[config.mk]
export PLATFORM = sky130hd
export DESIGN_NAME = id_set_table_unit_flat
export DESIGN_NICKNAME = d
export VERILOG_FILES = /design/src/sv/ist_pkg.sv /design/src/sv/ist_if.sv /design/src/sv/id_set_table_unit.sv /design/src/flat_wrapper.sv
export SDC_FILE = /design/constraint.sdc
export NUM_CORES = 1
export LEC_CHECK = 0
export ABC_AREA = 1
export BUFFER_PORTS_ARGS = -buffer_cell sky130_fd_sc_hd__buf_2
export CELL_PAD_IN_SITES_DETAIL_PLACEMENT = 2
export CELL_PAD_IN_SITES_GLOBAL_PLACEMENT = 2
export CORE_AREA = 4 4 279 281
export DETAILED_ROUTE_END_ITERATION = 8
export DIE_AREA = 0 0 283 285
export MAX_ROUTING_LAYER = met4
export PLACE_DENSITY = 0.86
export SYNTH_ARGS = -nofsm -noshare
export SYNTH_HDL_FRONTEND = slang
export SYNTH_SLANG_ARGS = --single-unit
[constraint.sdc]
create_clock -name clk -period 4.9 [get_ports clk]
set_clock_uncertainty 0.1 [all_clocks]
set_input_delay 0.245 -clock clk [delete_from_list [all_inputs] [get_ports clk]]
set_output_delay 0.245 -clock clk [all_outputs]
set_load 0.1 [all_outputs]
[src/sv/ist_pkg.sv]
// Package with the shared constants and operation codes of the identifier set table.
`timescale 1ns / 1ps

package ist_pkg;

  // Fixed field widths of the request and response items.
  localparam int OP_W    = 2;
  localparam int INDEX_W = 4;
  localparam int COUNT_W = 5;

  // Operation codes carried in the op field.
  localparam logic [OP_W-1:0] OP_ADD  = 2'd0;
  localparam logic [OP_W-1:0] OP_DEL  = 2'd1;
  localparam logic [OP_W-1:0] OP_FIND = 2'd2;
  localparam logic [OP_W-1:0] OP_GET  = 2'd3;

endpackage

[src/sv/ist_if.sv]
// Valid/ready channel interfaces for requests into and responses out of the table.
`timescale 1ns / 1ps

interface ist_req_if #(
  parameter int ID_WIDTH = 32
);
  logic                         valid;
  logic                         ready;
  logic [ist_pkg::OP_W-1:0]     op;
  logic signed [ID_WIDTH-1:0]   id;
  logic [ist_pkg::INDEX_W-1:0]  index;

  modport source (output valid, output op, output id, output index, input ready);
  modport sink   (input valid, input op, input id, input index, output ready);
endinterface

interface ist_rsp_if #(
  parameter int ID_WIDTH = 32
);
  logic                         valid;
  logic                         ready;
  logic                         status;
  logic                         found;
  logic signed [ID_WIDTH-1:0]   element;
  logic [ist_pkg::COUNT_W-1:0]  count;

  modport source (output valid, output status, output found, output element,
                  output count, input ready);
  modport sink   (input valid, input status, input found, input element,
                  input count, output ready);
endinterface

[src/sv/id_set_table_unit.sv]
// Top level of the identifier set table: a sequencer walking one memory port.
//
//   Channel  Direction  Handshake     Payload
//   req      in         valid/ready   op, id, index
//   rsp      out        valid/ready   status, found, element, count
//
// An item is taken only when the sequencer is idle. It then owns the block until
// its response has been loaded into the output register.
// A good get reads its entry through the read port; the no-id error and a get with a
// bad index go straight to the response. Add, delete and find walk the table one
// entry per cycle through the single registered read port until a hit or the end
// of the fill. A delete that hits then moves each later entry down one per cycle
// and then shrinks the table.
// Reset (rst, synchronous) empties the table; entry contents are not cleared.
// A stalled response holds in the output register; the next request is taken
// as soon as that response slot has been written.
`timescale 1ns / 1ps

module id_set_table_unit #(
  parameter int CAPACITY = 16,
  parameter int ID_WIDTH = 32
) (
  input  logic       clk,
  input  logic       rst,
  ist_req_if.sink    req,
  ist_rsp_if.source  rsp
);

  localparam int AW = (CAPACITY > 1) ? $clog2(CAPACITY) : 1;
  localparam int FW = $clog2(CAPACITY + 1);
  localparam int CW = (FW > ist_pkg::INDEX_W) ? FW : ist_pkg::INDEX_W;

  localparam logic [2:0] S_IDLE  = 3'd0;
  localparam logic [2:0] S_SCAN  = 3'd1;
  localparam logic [2:0] S_SHIFT = 3'd2;
  localparam logic [2:0] S_GET   = 3'd3;
  localparam logic [2:0] S_RESP  = 3'd4;

  logic [2:0]               state;
  logic [ist_pkg::OP_W-1:0] op_q;
  logic [ID_WIDTH-1:0]      id_q;
  logic [FW-1:0]            fill;
  logic [FW-1:0]            ptr;

  logic                     res_status;
  logic                     res_found;
  logic [ID_WIDTH-1:0]      res_element;

  logic                     out_valid;
  logic                     out_status;
  logic                     out_found;
  logic [ID_WIDTH-1:0]      out_element;
  logic [ist_pkg::COUNT_W-1:0] out_count;

  logic [ID_WIDTH-1:0]      entries [CAPACITY];
  logic [ID_WIDTH-1:0]      rd_data;
  logic [AW-1:0]            rd_addr;
  logic                     mem_we;
  logic [AW-1:0]            mem_waddr;
  logic [ID_WIDTH-1:0]      mem_wdata;

  logic                     accept;
  logic                     out_free;
  logic                     no_id;
  logic                     index_ok;
  logic                     scan_end;
  logic                     scan_hit;
  logic                     shift_more;
  logic                     table_full;

  // Handshake and decision terms shared by the sequencer and the memory port.
  assign req.ready  = (state == S_IDLE);
  assign accept     = req.valid && req.ready;
  assign out_free   = !out_valid || rsp.ready;
  assign no_id      = (req.id == {ID_WIDTH{1'b1}});
  assign index_ok   = (CW'(req.index) < CW'(fill));
  assign scan_end   = (ptr >= fill);
  assign scan_hit   = (rd_data == id_q);
  assign shift_more = (ptr < fill);
  assign table_full = (fill == FW'(CAPACITY));

  // Memory port control: one read address and at most one write per cycle.
  always_comb begin
    rd_addr   = AW'(ptr + FW'(1));
    mem_we    = 1'b0;
    mem_waddr = AW'(fill);
    mem_wdata = id_q;
    unique case (state)
      S_IDLE: begin
        if (req.op == ist_pkg::OP_GET) begin
          rd_addr = AW'(req.index);
        end else begin
          rd_addr = '0;
        end
      end
      S_SCAN: begin
        if (scan_end && op_q == ist_pkg::OP_ADD && !table_full) begin
          mem_we = 1'b1;
        end
      end
      S_SHIFT: begin
        if (shift_more) begin
          mem_we    = 1'b1;
          mem_waddr = AW'(ptr - FW'(1));
          mem_wdata = rd_data;
        end
      end
      default: begin
        rd_addr = AW'(ptr);
      end
    endcase
  end

  // Table storage with a registered read port.
  always_ff @(posedge clk) begin
    if (mem_we) begin
      entries[mem_waddr] <= mem_wdata;
    end
    rd_data <= entries[rd_addr];
  end

  // Operation sequencer.
  always_ff @(posedge clk) begin
    if (rst) begin
      state <= S_IDLE;
      fill  <= '0;
    end else begin
      unique case (state)
        S_IDLE: begin
          if (accept) begin
            op_q        <= req.op;
            id_q        <= req.id;
            ptr         <= '0;
            res_status  <= 1'b0;
            res_found   <= 1'b0;
            res_element <= '0;
            if (req.op == ist_pkg::OP_GET) begin
              if (index_ok) begin
                state <= S_GET;
              end else begin
                res_status  <= 1'b1;
                res_element <= {ID_WIDTH{1'b1}};
                state       <= S_RESP;
              end
            end else if (no_id) begin
              res_status <= 1'b1;
              state      <= S_RESP;
            end else begin
              state <= S_SCAN;
            end
          end
        end
        S_SCAN: begin
          if (scan_end) begin
            // Identifier is absent from the table.
            state <= S_RESP;
            unique case (op_q)
              ist_pkg::OP_ADD: begin
                if (table_full) begin
                  res_status <= 1'b1;
                end else begin
                  fill <= fill + FW'(1);
                end
              end
              ist_pkg::OP_DEL: res_status <= 1'b1;
              default: res_found <= 1'b0;
            endcase
          end else if (scan_hit) begin
            // Identifier found at position ptr.
            ptr <= ptr + FW'(1);
            if (op_q == ist_pkg::OP_DEL) begin
              state <= S_SHIFT;
            end else begin
              res_found <= (op_q == ist_pkg::OP_FIND);
              state     <= S_RESP;
            end
          end else begin
            ptr <= ptr + FW'(1);
          end
        end
        S_SHIFT: begin
          // Move each later entry down one place, then shrink the table.
          if (shift_more) begin
            ptr <= ptr + FW'(1);
          end else begin
            fill  <= fill - FW'(1);
            state <= S_RESP;
          end
        end
        S_GET: begin
          res_element <= rd_data;
          state       <= S_RESP;
        end
        S_RESP: begin
          if (out_free) begin
            state <= S_IDLE;
          end
        end
        default: state <= S_IDLE;
      endcase
    end
  end

  // Output register: loaded from the result when the slot is free.
  always_ff @(posedge clk) begin
    if (rst) begin
      out_valid <= 1'b0;
    end else if (state == S_RESP && out_free) begin
      out_valid <= 1'b1;
    end else if (rsp.ready) begin
      out_valid <= 1'b0;
    end
  end

  always_ff @(posedge clk) begin
    if (state == S_RESP && out_free) begin
      out_status  <= res_status;
      out_found   <= res_found;
      out_element <= res_element;
      out_count   <= ist_pkg::COUNT_W'(fill);
    end
  end

  assign rsp.valid   = out_valid;
  assign rsp.status  = out_status;
  assign rsp.found   = out_found;
  assign rsp.element = out_element;
  assign rsp.count   = out_count;

endmodule

[src/flat_wrapper.sv]
// flat-port wrapper written by rule: the top's interface ports become plain ports
module id_set_table_unit_flat 
#(
  parameter int CAPACITY = 16,
  parameter int ID_WIDTH = 32
)
  (clk, rst, req_valid, req_op, req_id, req_index, req_ready, rsp_valid, rsp_status, rsp_found, rsp_element, rsp_count, rsp_ready);
  ist_req_if #(.ID_WIDTH(ID_WIDTH)) req_i ();
  ist_rsp_if #(.ID_WIDTH(ID_WIDTH)) rsp_i ();
  input  logic clk;
  input  logic rst;
  input wire logic [$bits(req_i.valid)-1:0] req_valid;
  input wire logic [$bits(req_i.op)-1:0] req_op;
  input wire logic [$bits(req_i.id)-1:0] req_id;
  input wire logic [$bits(req_i.index)-1:0] req_index;
  output wire logic [$bits(req_i.ready)-1:0] req_ready;
  output wire logic [$bits(rsp_i.valid)-1:0] rsp_valid;
  output wire logic [$bits(rsp_i.status)-1:0] rsp_status;
  output wire logic [$bits(rsp_i.found)-1:0] rsp_found;
  output wire logic [$bits(rsp_i.element)-1:0] rsp_element;
  output wire logic [$bits(rsp_i.count)-1:0] rsp_count;
  input wire logic [$bits(rsp_i.ready)-1:0] rsp_ready;
  assign req_i.valid = req_valid;
  assign req_i.op = req_op;
  assign req_i.id = req_id;
  assign req_i.index = req_index;
  assign req_ready = req_i.ready;
  assign rsp_valid = rsp_i.valid;
  assign rsp_status = rsp_i.status;
  assign rsp_found = rsp_i.found;
  assign rsp_element = rsp_i.element;
  assign rsp_count = rsp_i.count;
  assign rsp_i.ready = rsp_ready;
  id_set_table_unit #(.CAPACITY(CAPACITY), .ID_WIDTH(ID_WIDTH)) u_core (.clk(clk), .rst(rst), .req(req_i), .rsp(rsp_i));
endmodule
==> flow_summary_export.csv, run 1 <==
group,metric,value,unit
status,outcome,"finished with violations",
status,violations,"capacitance limit",
worst_setup_path,endpoint_kind,"flop",
pwr,leakagePower,12.8,nW
worst_setup_path,worst_r2r_path_depth,12,
worst_setup_path,rr_endpoint,"u_core.entries[15][31]",
synth,ys.flop_type,"edfxtp_1",
sta,rsz0062_at_grt,"no",
sta,final.setup.tns,0,ps
min_path,hold_end,"u_core.id_q[24]",
worst_setup_path,reg2reg_slack,330,ps
floorplanning,coreArea,75400,um2
worst_setup_path,critical_path.max_fanout,24,
global_routing,antenna_found_initial,1,
floorplanning,die_w,283,um
floorplanning,ios,83,
detailed_routing,drt_pass1_iterations,5,
min_path,whs_path_depth,2,
placed_design,io_buffer_count,82,
detailed_routing,viasPerCell,5.73,
final_layout,most-common-layout-cells,"nand2_1, edfxtp_1, nand3_1",
cts,numCtsBuffers,74,
pwr,vdd_drop_max,0.384,mV
cts,post_cts_resized,0,
min_path,hp-start,"req_id[24]",
final_layout,areaGrowthSynthToFinish,15.9,%
global_routing,grt_max_degree,172,
final_layout,layout-drive-gt1-share,11.0,%
sta,fmax,219,MHz
cts,clkSinkCount,665,
cts,cts_tree,"yes",
sta,finalSetupViolCount,0,
detailed_routing,postRouteWirelength,107000,um
worst_setup_path,required,5130,ps
cts,htreeDepth,3,
global_routing,grtUsageTotal,26.8,%
synth,synth.net_count,2601,
sta,tightest_slew,1490,ps
global_routing,grt_pass1_vias,23800,
detailed_routing,vias,21200,
worst_setup_path,cp.arrival,4800,ps
synth,yosysWarnings,0,
global_routing,grt-ovfl-total,0,
synth,ys_ff_latch,665,
cts,cts_root_buffer,"clkbuf_16",
synth,syn_area,28300,um2
worst_setup_path,cp-start-kind,"flop",
detailed_routing,ant_nets,0,
synth,synth-edff-count,624,
worst_setup_path,critical_path_class,"flop to flop",
sta,slew_viol_final,0,
sta,finalCritPeriodShare,93.3,%
final_layout,final_util,43.5,%
final_layout,layout_commonest_cell,"nand2_1",
job,maxCapViolations,1,
final_layout,nets,2722,
synth,synth_cell_types,31,
sta,slew-limit-headroom,0.287,%
floorplanning,die_h,285,um
floorplanning,die_area,80700,um2
synth,syn_avg_cell_area,11.1,um2
synth,synth_cells,2545,
cts,clk_pin_slew,60,ps
synth,async_reset_ff_share,0,%
pwr,power.density,548,nW/um2
detailed_routing,drcViolationCount,0,
placed_design,hpwl,58500,um
sta,fin_crit,4570,ps
worst_setup_path,timing.rr.start,"u_core.ptr[2]",
global_routing,grt_pass1_wl,158000,um
detailed_routing,wl_per_cell,28.9,um
min_path,hp-class,"input pin to flop",
detailed_routing,drt_iter0_markers,1988,
floorplanning,num_rows,101,
cts,cts_buffer_depth,3,
sta,hold_viol_final,0,
cts,clk_latency,660,ps
floorplanning,initial_core_util,37.6,%
placed_design,place.gp.congestion,0.834,
synth,ys_seq_area_share,69.0,%
-- through the flow --
step	hold WS, ps	instance area, um2	worst slack, ps	total power, mW	cells
after floorplan	214	28300	1060	10.3	2545
after global placement	301	30100	777	11.6	3529
after detailed placement	308	30100	593	12.1	3529
after CTS	195	32800	413	17.9	3703
after global routing	217	32800	105	18.8	3706
final	230	32800	329	18.0	3706
-- layer usage --
metal	vias to the layer above	wire [um]	track usage, %
met5	-	0	-
met4	0	4140	9.65
met3	273	6300	4.35
met2	935	55800	47.8
met1	11100	40900	30.7
li1	8975	-	-
-- worst max-delay path, cell delays in order (launching register included) --
cell and delay, ps:
edfxtp_1 490, ha_1 380, nand2_1 80, nand2_1 50, a21oi_1 210, nand2_1 120
nor2_2 100, buf_4 270, inv_1 400, o21ai_0 640, nand2_1 410, nor2_4 700
buf_12 300
-- flip-flops by register name, summed over array words and instances (netlist names) --
name and cells:
u_core.rd_data 32, u_core.res_element 32, u_core.res_status 1, u_core.rsp.found 1, u_core.id_q 32, u_core.rsp.count 5
u_core.fill 5, u_core.ptr 5, u_core.op_q 2, u_core.entries 512, u_core.state 3, u_core.rsp.element 32
u_core.rsp.valid 1, u_core.res_found 1, u_core.rsp.status 1
-- worst max path at each step --
stage | end | start | slack (ps)
3_5_place_dp | u_core.entries[15][4] | u_core.ptr[2] | 590
5_1_grt | u_core.entries[15][2] | u_core.ptr[2] | 100
3_3_place_gp | u_core.entries[15][9] | u_core.ptr[2] | 780
4_1_cts | u_core.entries[15][2] | u_core.ptr[2] | 410
6_report | u_core.entries[15][31] | u_core.ptr[2] | 330
2_1_floorplan | u_core.entries[7][0] | u_core.ptr[2] | 1060
-- cell usage after synthesis (all sizes together) (2+ instances only) --
cell type	n	share of area, %
edfxtp	624	66
a22oi	2	0.071
ha	13	0.57
a21oi	15	0.28
nand3	471	8.4
xnor2	15	0.46
nor2	49	0.67
clkbuf	23	0.30
dfxtp	41	2.9
nand3b	129	3.4
nand2	715	9.5
nor3	3	0.053
o21ai	76	1.3
buf	122	2.4
nand4	8	0.18
xor2	6	0.19
nor4	3	0.066
inv	226	3.0
-- area by class of cell --
cell class              instances  area (um2)
multi-input cells            1509        7390
fillers                      7620       42600
diodes                          1        2.50
inverters                     226         855
repair buffers                190        1430
well taps                     978        1220
flip-flops and latches        665       19600
clock buffers                 105        2080
clock inverters                32         298
-- cells by family after synthesis --
logic type	share of synthesized area, %
buffers and inverters	5.68
XOR/XNOR	0.649
AO/OA/AOI/OAI	1.77
AND/OR/NAND/NOR	22.2
flip-flops	69.0
adder cells (fa/ha/maj)	0.645
-- report_power, final --
part           internal (mW)  switching [mW]  total [mW]  leakage (nW)
registers               6.66           0.260        6.92          5.99
clock network           3.20            2.52        5.72          1.17
logic                   1.30            4.07        5.37          5.65
-- repair_timing --
| action | in CTS | in global routing |
|---|---|---|
| endpoints found under the hold margin | 39 | 0 |
| setup buffers | 0 | 0 |
| hold buffers | 37 | 0 |
Power figures use the tool's default switching activity.
==> run 2: changes to the inputs <==
--- a/config.mk
+++ b/config.mk
@@ -10,10 +10,11 @@
 export CELL_PAD_IN_SITES_DETAIL_PLACEMENT = 2
 export CELL_PAD_IN_SITES_GLOBAL_PLACEMENT = 2
 export CORE_AREA = 4 4 279 281
+export CTS_CLUSTER_DIAMETER = 60
 export DETAILED_ROUTE_END_ITERATION = 8
 export DIE_AREA = 0 0 283 285
 export MAX_ROUTING_LAYER = met4
-export PLACE_DENSITY = 0.86
+export PLACE_DENSITY_LB_ADDON = 0.1
 export SYNTH_ARGS = -nofsm -noshare
 export SYNTH_HDL_FRONTEND = slang
 export SYNTH_SLANG_ARGS = --single-unit
==> run 2 against run 1 <==
Non-clock buffer count increased by 20. Count of clock-buffer cells in the layout decreased by 1. Register-to-register slack improved by 150 ps. Flip-flop and latch count unchanged. Routed wire length decreased by 11%. Design area increased by 1.1%. Via count decreased by 5.3%. Core utilization increased by 0.48 points. The flow now finishes without violations. Combinational power decreased by 3%. Clock power increased by 3%. Hold slack improved by 22 ps. Critical path depth unchanged.
==> flow_summary_export.csv, run 2 (synthesized netlist as in run 1, its figures left out) <==
group,metric,value,unit
status,outcome,"complete, no violations",
cts,cts_tree,"yes",
min_path,hp-class,"input pin to flop",
final_layout,largest_reg_flops,512,
final_layout,most-common-layout-cells,"nand2_1, edfxtp_1, nand3_1",
cts,post_cts_buffers,0,
sta,fmax,226,MHz
final_layout,layout-drive-gt1-share,12.2,%
pwr,power.density,541,nW/um2
worst_setup_path,cp.arrival,4580,ps
final_layout,layout_commonest_cell,"nand2_1",
job,maxCapViolations,0,
pwr,power.total,18.0,mW
worst_setup_path,critical_path.max_fanout,20,
global_routing,grt_pass1_vias,22300,
detailed_routing,drt_iter0_markers,1421,
pwr,p_sw_share,36.6,%
placed_design,place.gp.congestion,0.806,
cts,post_cts_resized,0,
global_routing,grt_pass1_wl,144000,um
floorplanning,initial_core_util,37.6,%
cts,cts_root_buffer,"clkbuf_16",
pwr,internal_power,11.4,mW
pwr,power.share.clock,32.7,%
floorplanning,ios,83,
sta,final.setup.tns,0,ps
final_layout,areaGrowthSynthToFinish,17.2,%
detailed_routing,wl_per_cell,25.6,um
worst_setup_path,required,5060,ps
worst_setup_path,rr_endpoint,"u_core.entries[0][12]",
placed_design,dp.cells,3550,
cts,hold_buffers,38,
floorplanning,die_w,283,um
worst_setup_path,worst_r2r_path_depth,12,
worst_setup_path,timing.rr.start,"u_core.fill[4]",
cts,clk_pin_slew,60,ps
sta,finalSetupViolCount,0,
sta,hold_viol_final,0,
worst_setup_path,endpoint_kind,"flop",
floorplanning,die_h,285,um
global_routing,grt_max_degree,142,
worst_setup_path,critical_path_class,"flop to flop",
worst_setup_path,reg2reg_slack,480,ps
detailed_routing,drcViolationCount,0,
final_layout,nets,2748,
min_path,hold_end,"u_core.id_q[23]",
pwr,switching_power,6.58,mW
cts,numCtsBuffers,80,
detailed_routing,vias,20100,
cts,htreeDepth,3,
sta,slew_viol_final,0,
floorplanning,num_rows,101,
placed_design,hpwl,57600,um
detailed_routing,drt_pass1_iterations,5,
pwr,vdd_drop_max,0.438,mV
detailed_routing,postRouteWirelength,95800,um
cts,clk_latency,630,ps
sta,rsz0062_at_grt,"no",
cts,cts_buffer_depth,3,
final_layout,final_util,44.0,%
cts,clkSinkCount,665,
sta,slew-limit-headroom,8.95,%
detailed_routing,viasPerCell,5.39,
min_path,hp-start,"req_id[23]",
placed_design,io_buffer_count,82,
pwr,leakagePower,13.0,nW
global_routing,grt-ovfl-total,0,
sta,finalCritPeriodShare,90.2,%
floorplanning,coreArea,75400,um2
pwr,p_comb_share,28.9,%
sta,fin_crit,4420,ps
sta,whs,252,ps
final_layout,final-instance-count-excl-fill,3736,
min_path,whs_path_depth,2,
global_routing,antenna_found_initial,0,
sta,tightest_slew,1360,ps
global_routing,grtUsageTotal,24.3,%
pwr,pwr-share-seq,38.5,%
worst_setup_path,cp-start-kind,"flop",
detailed_routing,ant_nets,0,
floorplanning,die_area,80700,um2
final_layout,largest_register,"u_core.entries",
## run 2: changes by cell type in the layout (fill, tap and decap cells not counted), moves of 3 or more
cell        delta
buf_4         +20
o21ai_2        -3
clkinvlp_4     +5
clkbuf_1       -8
clkbuf_16      +5
## run 2: through the flow
stage          setup WS [ps]  cell area [um2]
2_1_floorplan           1060            28300
3_3_place_gp             736            30200
3_5_place_dp             484            30200
4_1_cts                  467            33200
5_1_grt                  263            33200
6_report                 480            33200
## run 2: layer usage
layer | up-vias | part of all wire (%) | global-route usage (%)
met4 | 0 | 2.3 | 5.97
met1 | 10500 | 43 | 30.4
met3 | 138 | 4.1 | 3.80
met5 | - | 0 | -
li1 | 9038 | - | -
met2 | 410 | 50 | 41.6
## run 2: how the worst max path moves through the flow
stage	start	end	slack, ps	cells after the start
3_5_place_dp	u_core.fill[4]	u_core.entries[7][22]	480	13
5_1_grt	u_core.fill[4]	u_core.entries[7][15]	260	13
3_3_place_gp	u_core.fill[3]	u_core.entries[7][22]	740	13
6_report	u_core.fill[4]	u_core.entries[0][12]	480	12
4_1_cts	u_core.ptr[2]	u_core.entries[7][2]	470	12
2_1_floorplan	u_core.ptr[2]	u_core.entries[7][0]	1060	11
## run 2: power by group through the flow
stage               clock, mW  sequential [mW]  combinational (mW)
global route             6.23             6.94                5.74
detailed placement          0             7.03                5.21
floorplan                   0             7.17                3.16
CTS                      5.99             6.92                5.27
finish                   5.87             6.91                5.19
global placement            0             7.02                5.04
## run 2: layout make-up
type	instances	area (um2)
antenna	1	2.50
clock buffer	104	2200
clock inverter	43	383
fill	7655	42200
inverter	226	853
multi-input combinational	1509	7390
sequential	665	19600
tap	978	1220
timing repair buffer	210	1590
## run 2: critical path: stages, from the launching register on
cell     delay [ps]
dfxtp_1         420
inv_1           120
ha_1            300
nand2_1          60
inv_1           100
nand4_1         150
nand2_1         180
nor2_4           50
buf_4           190
o21ai_0         960
nand3_1         340
nor2_4          520
buf_4           520
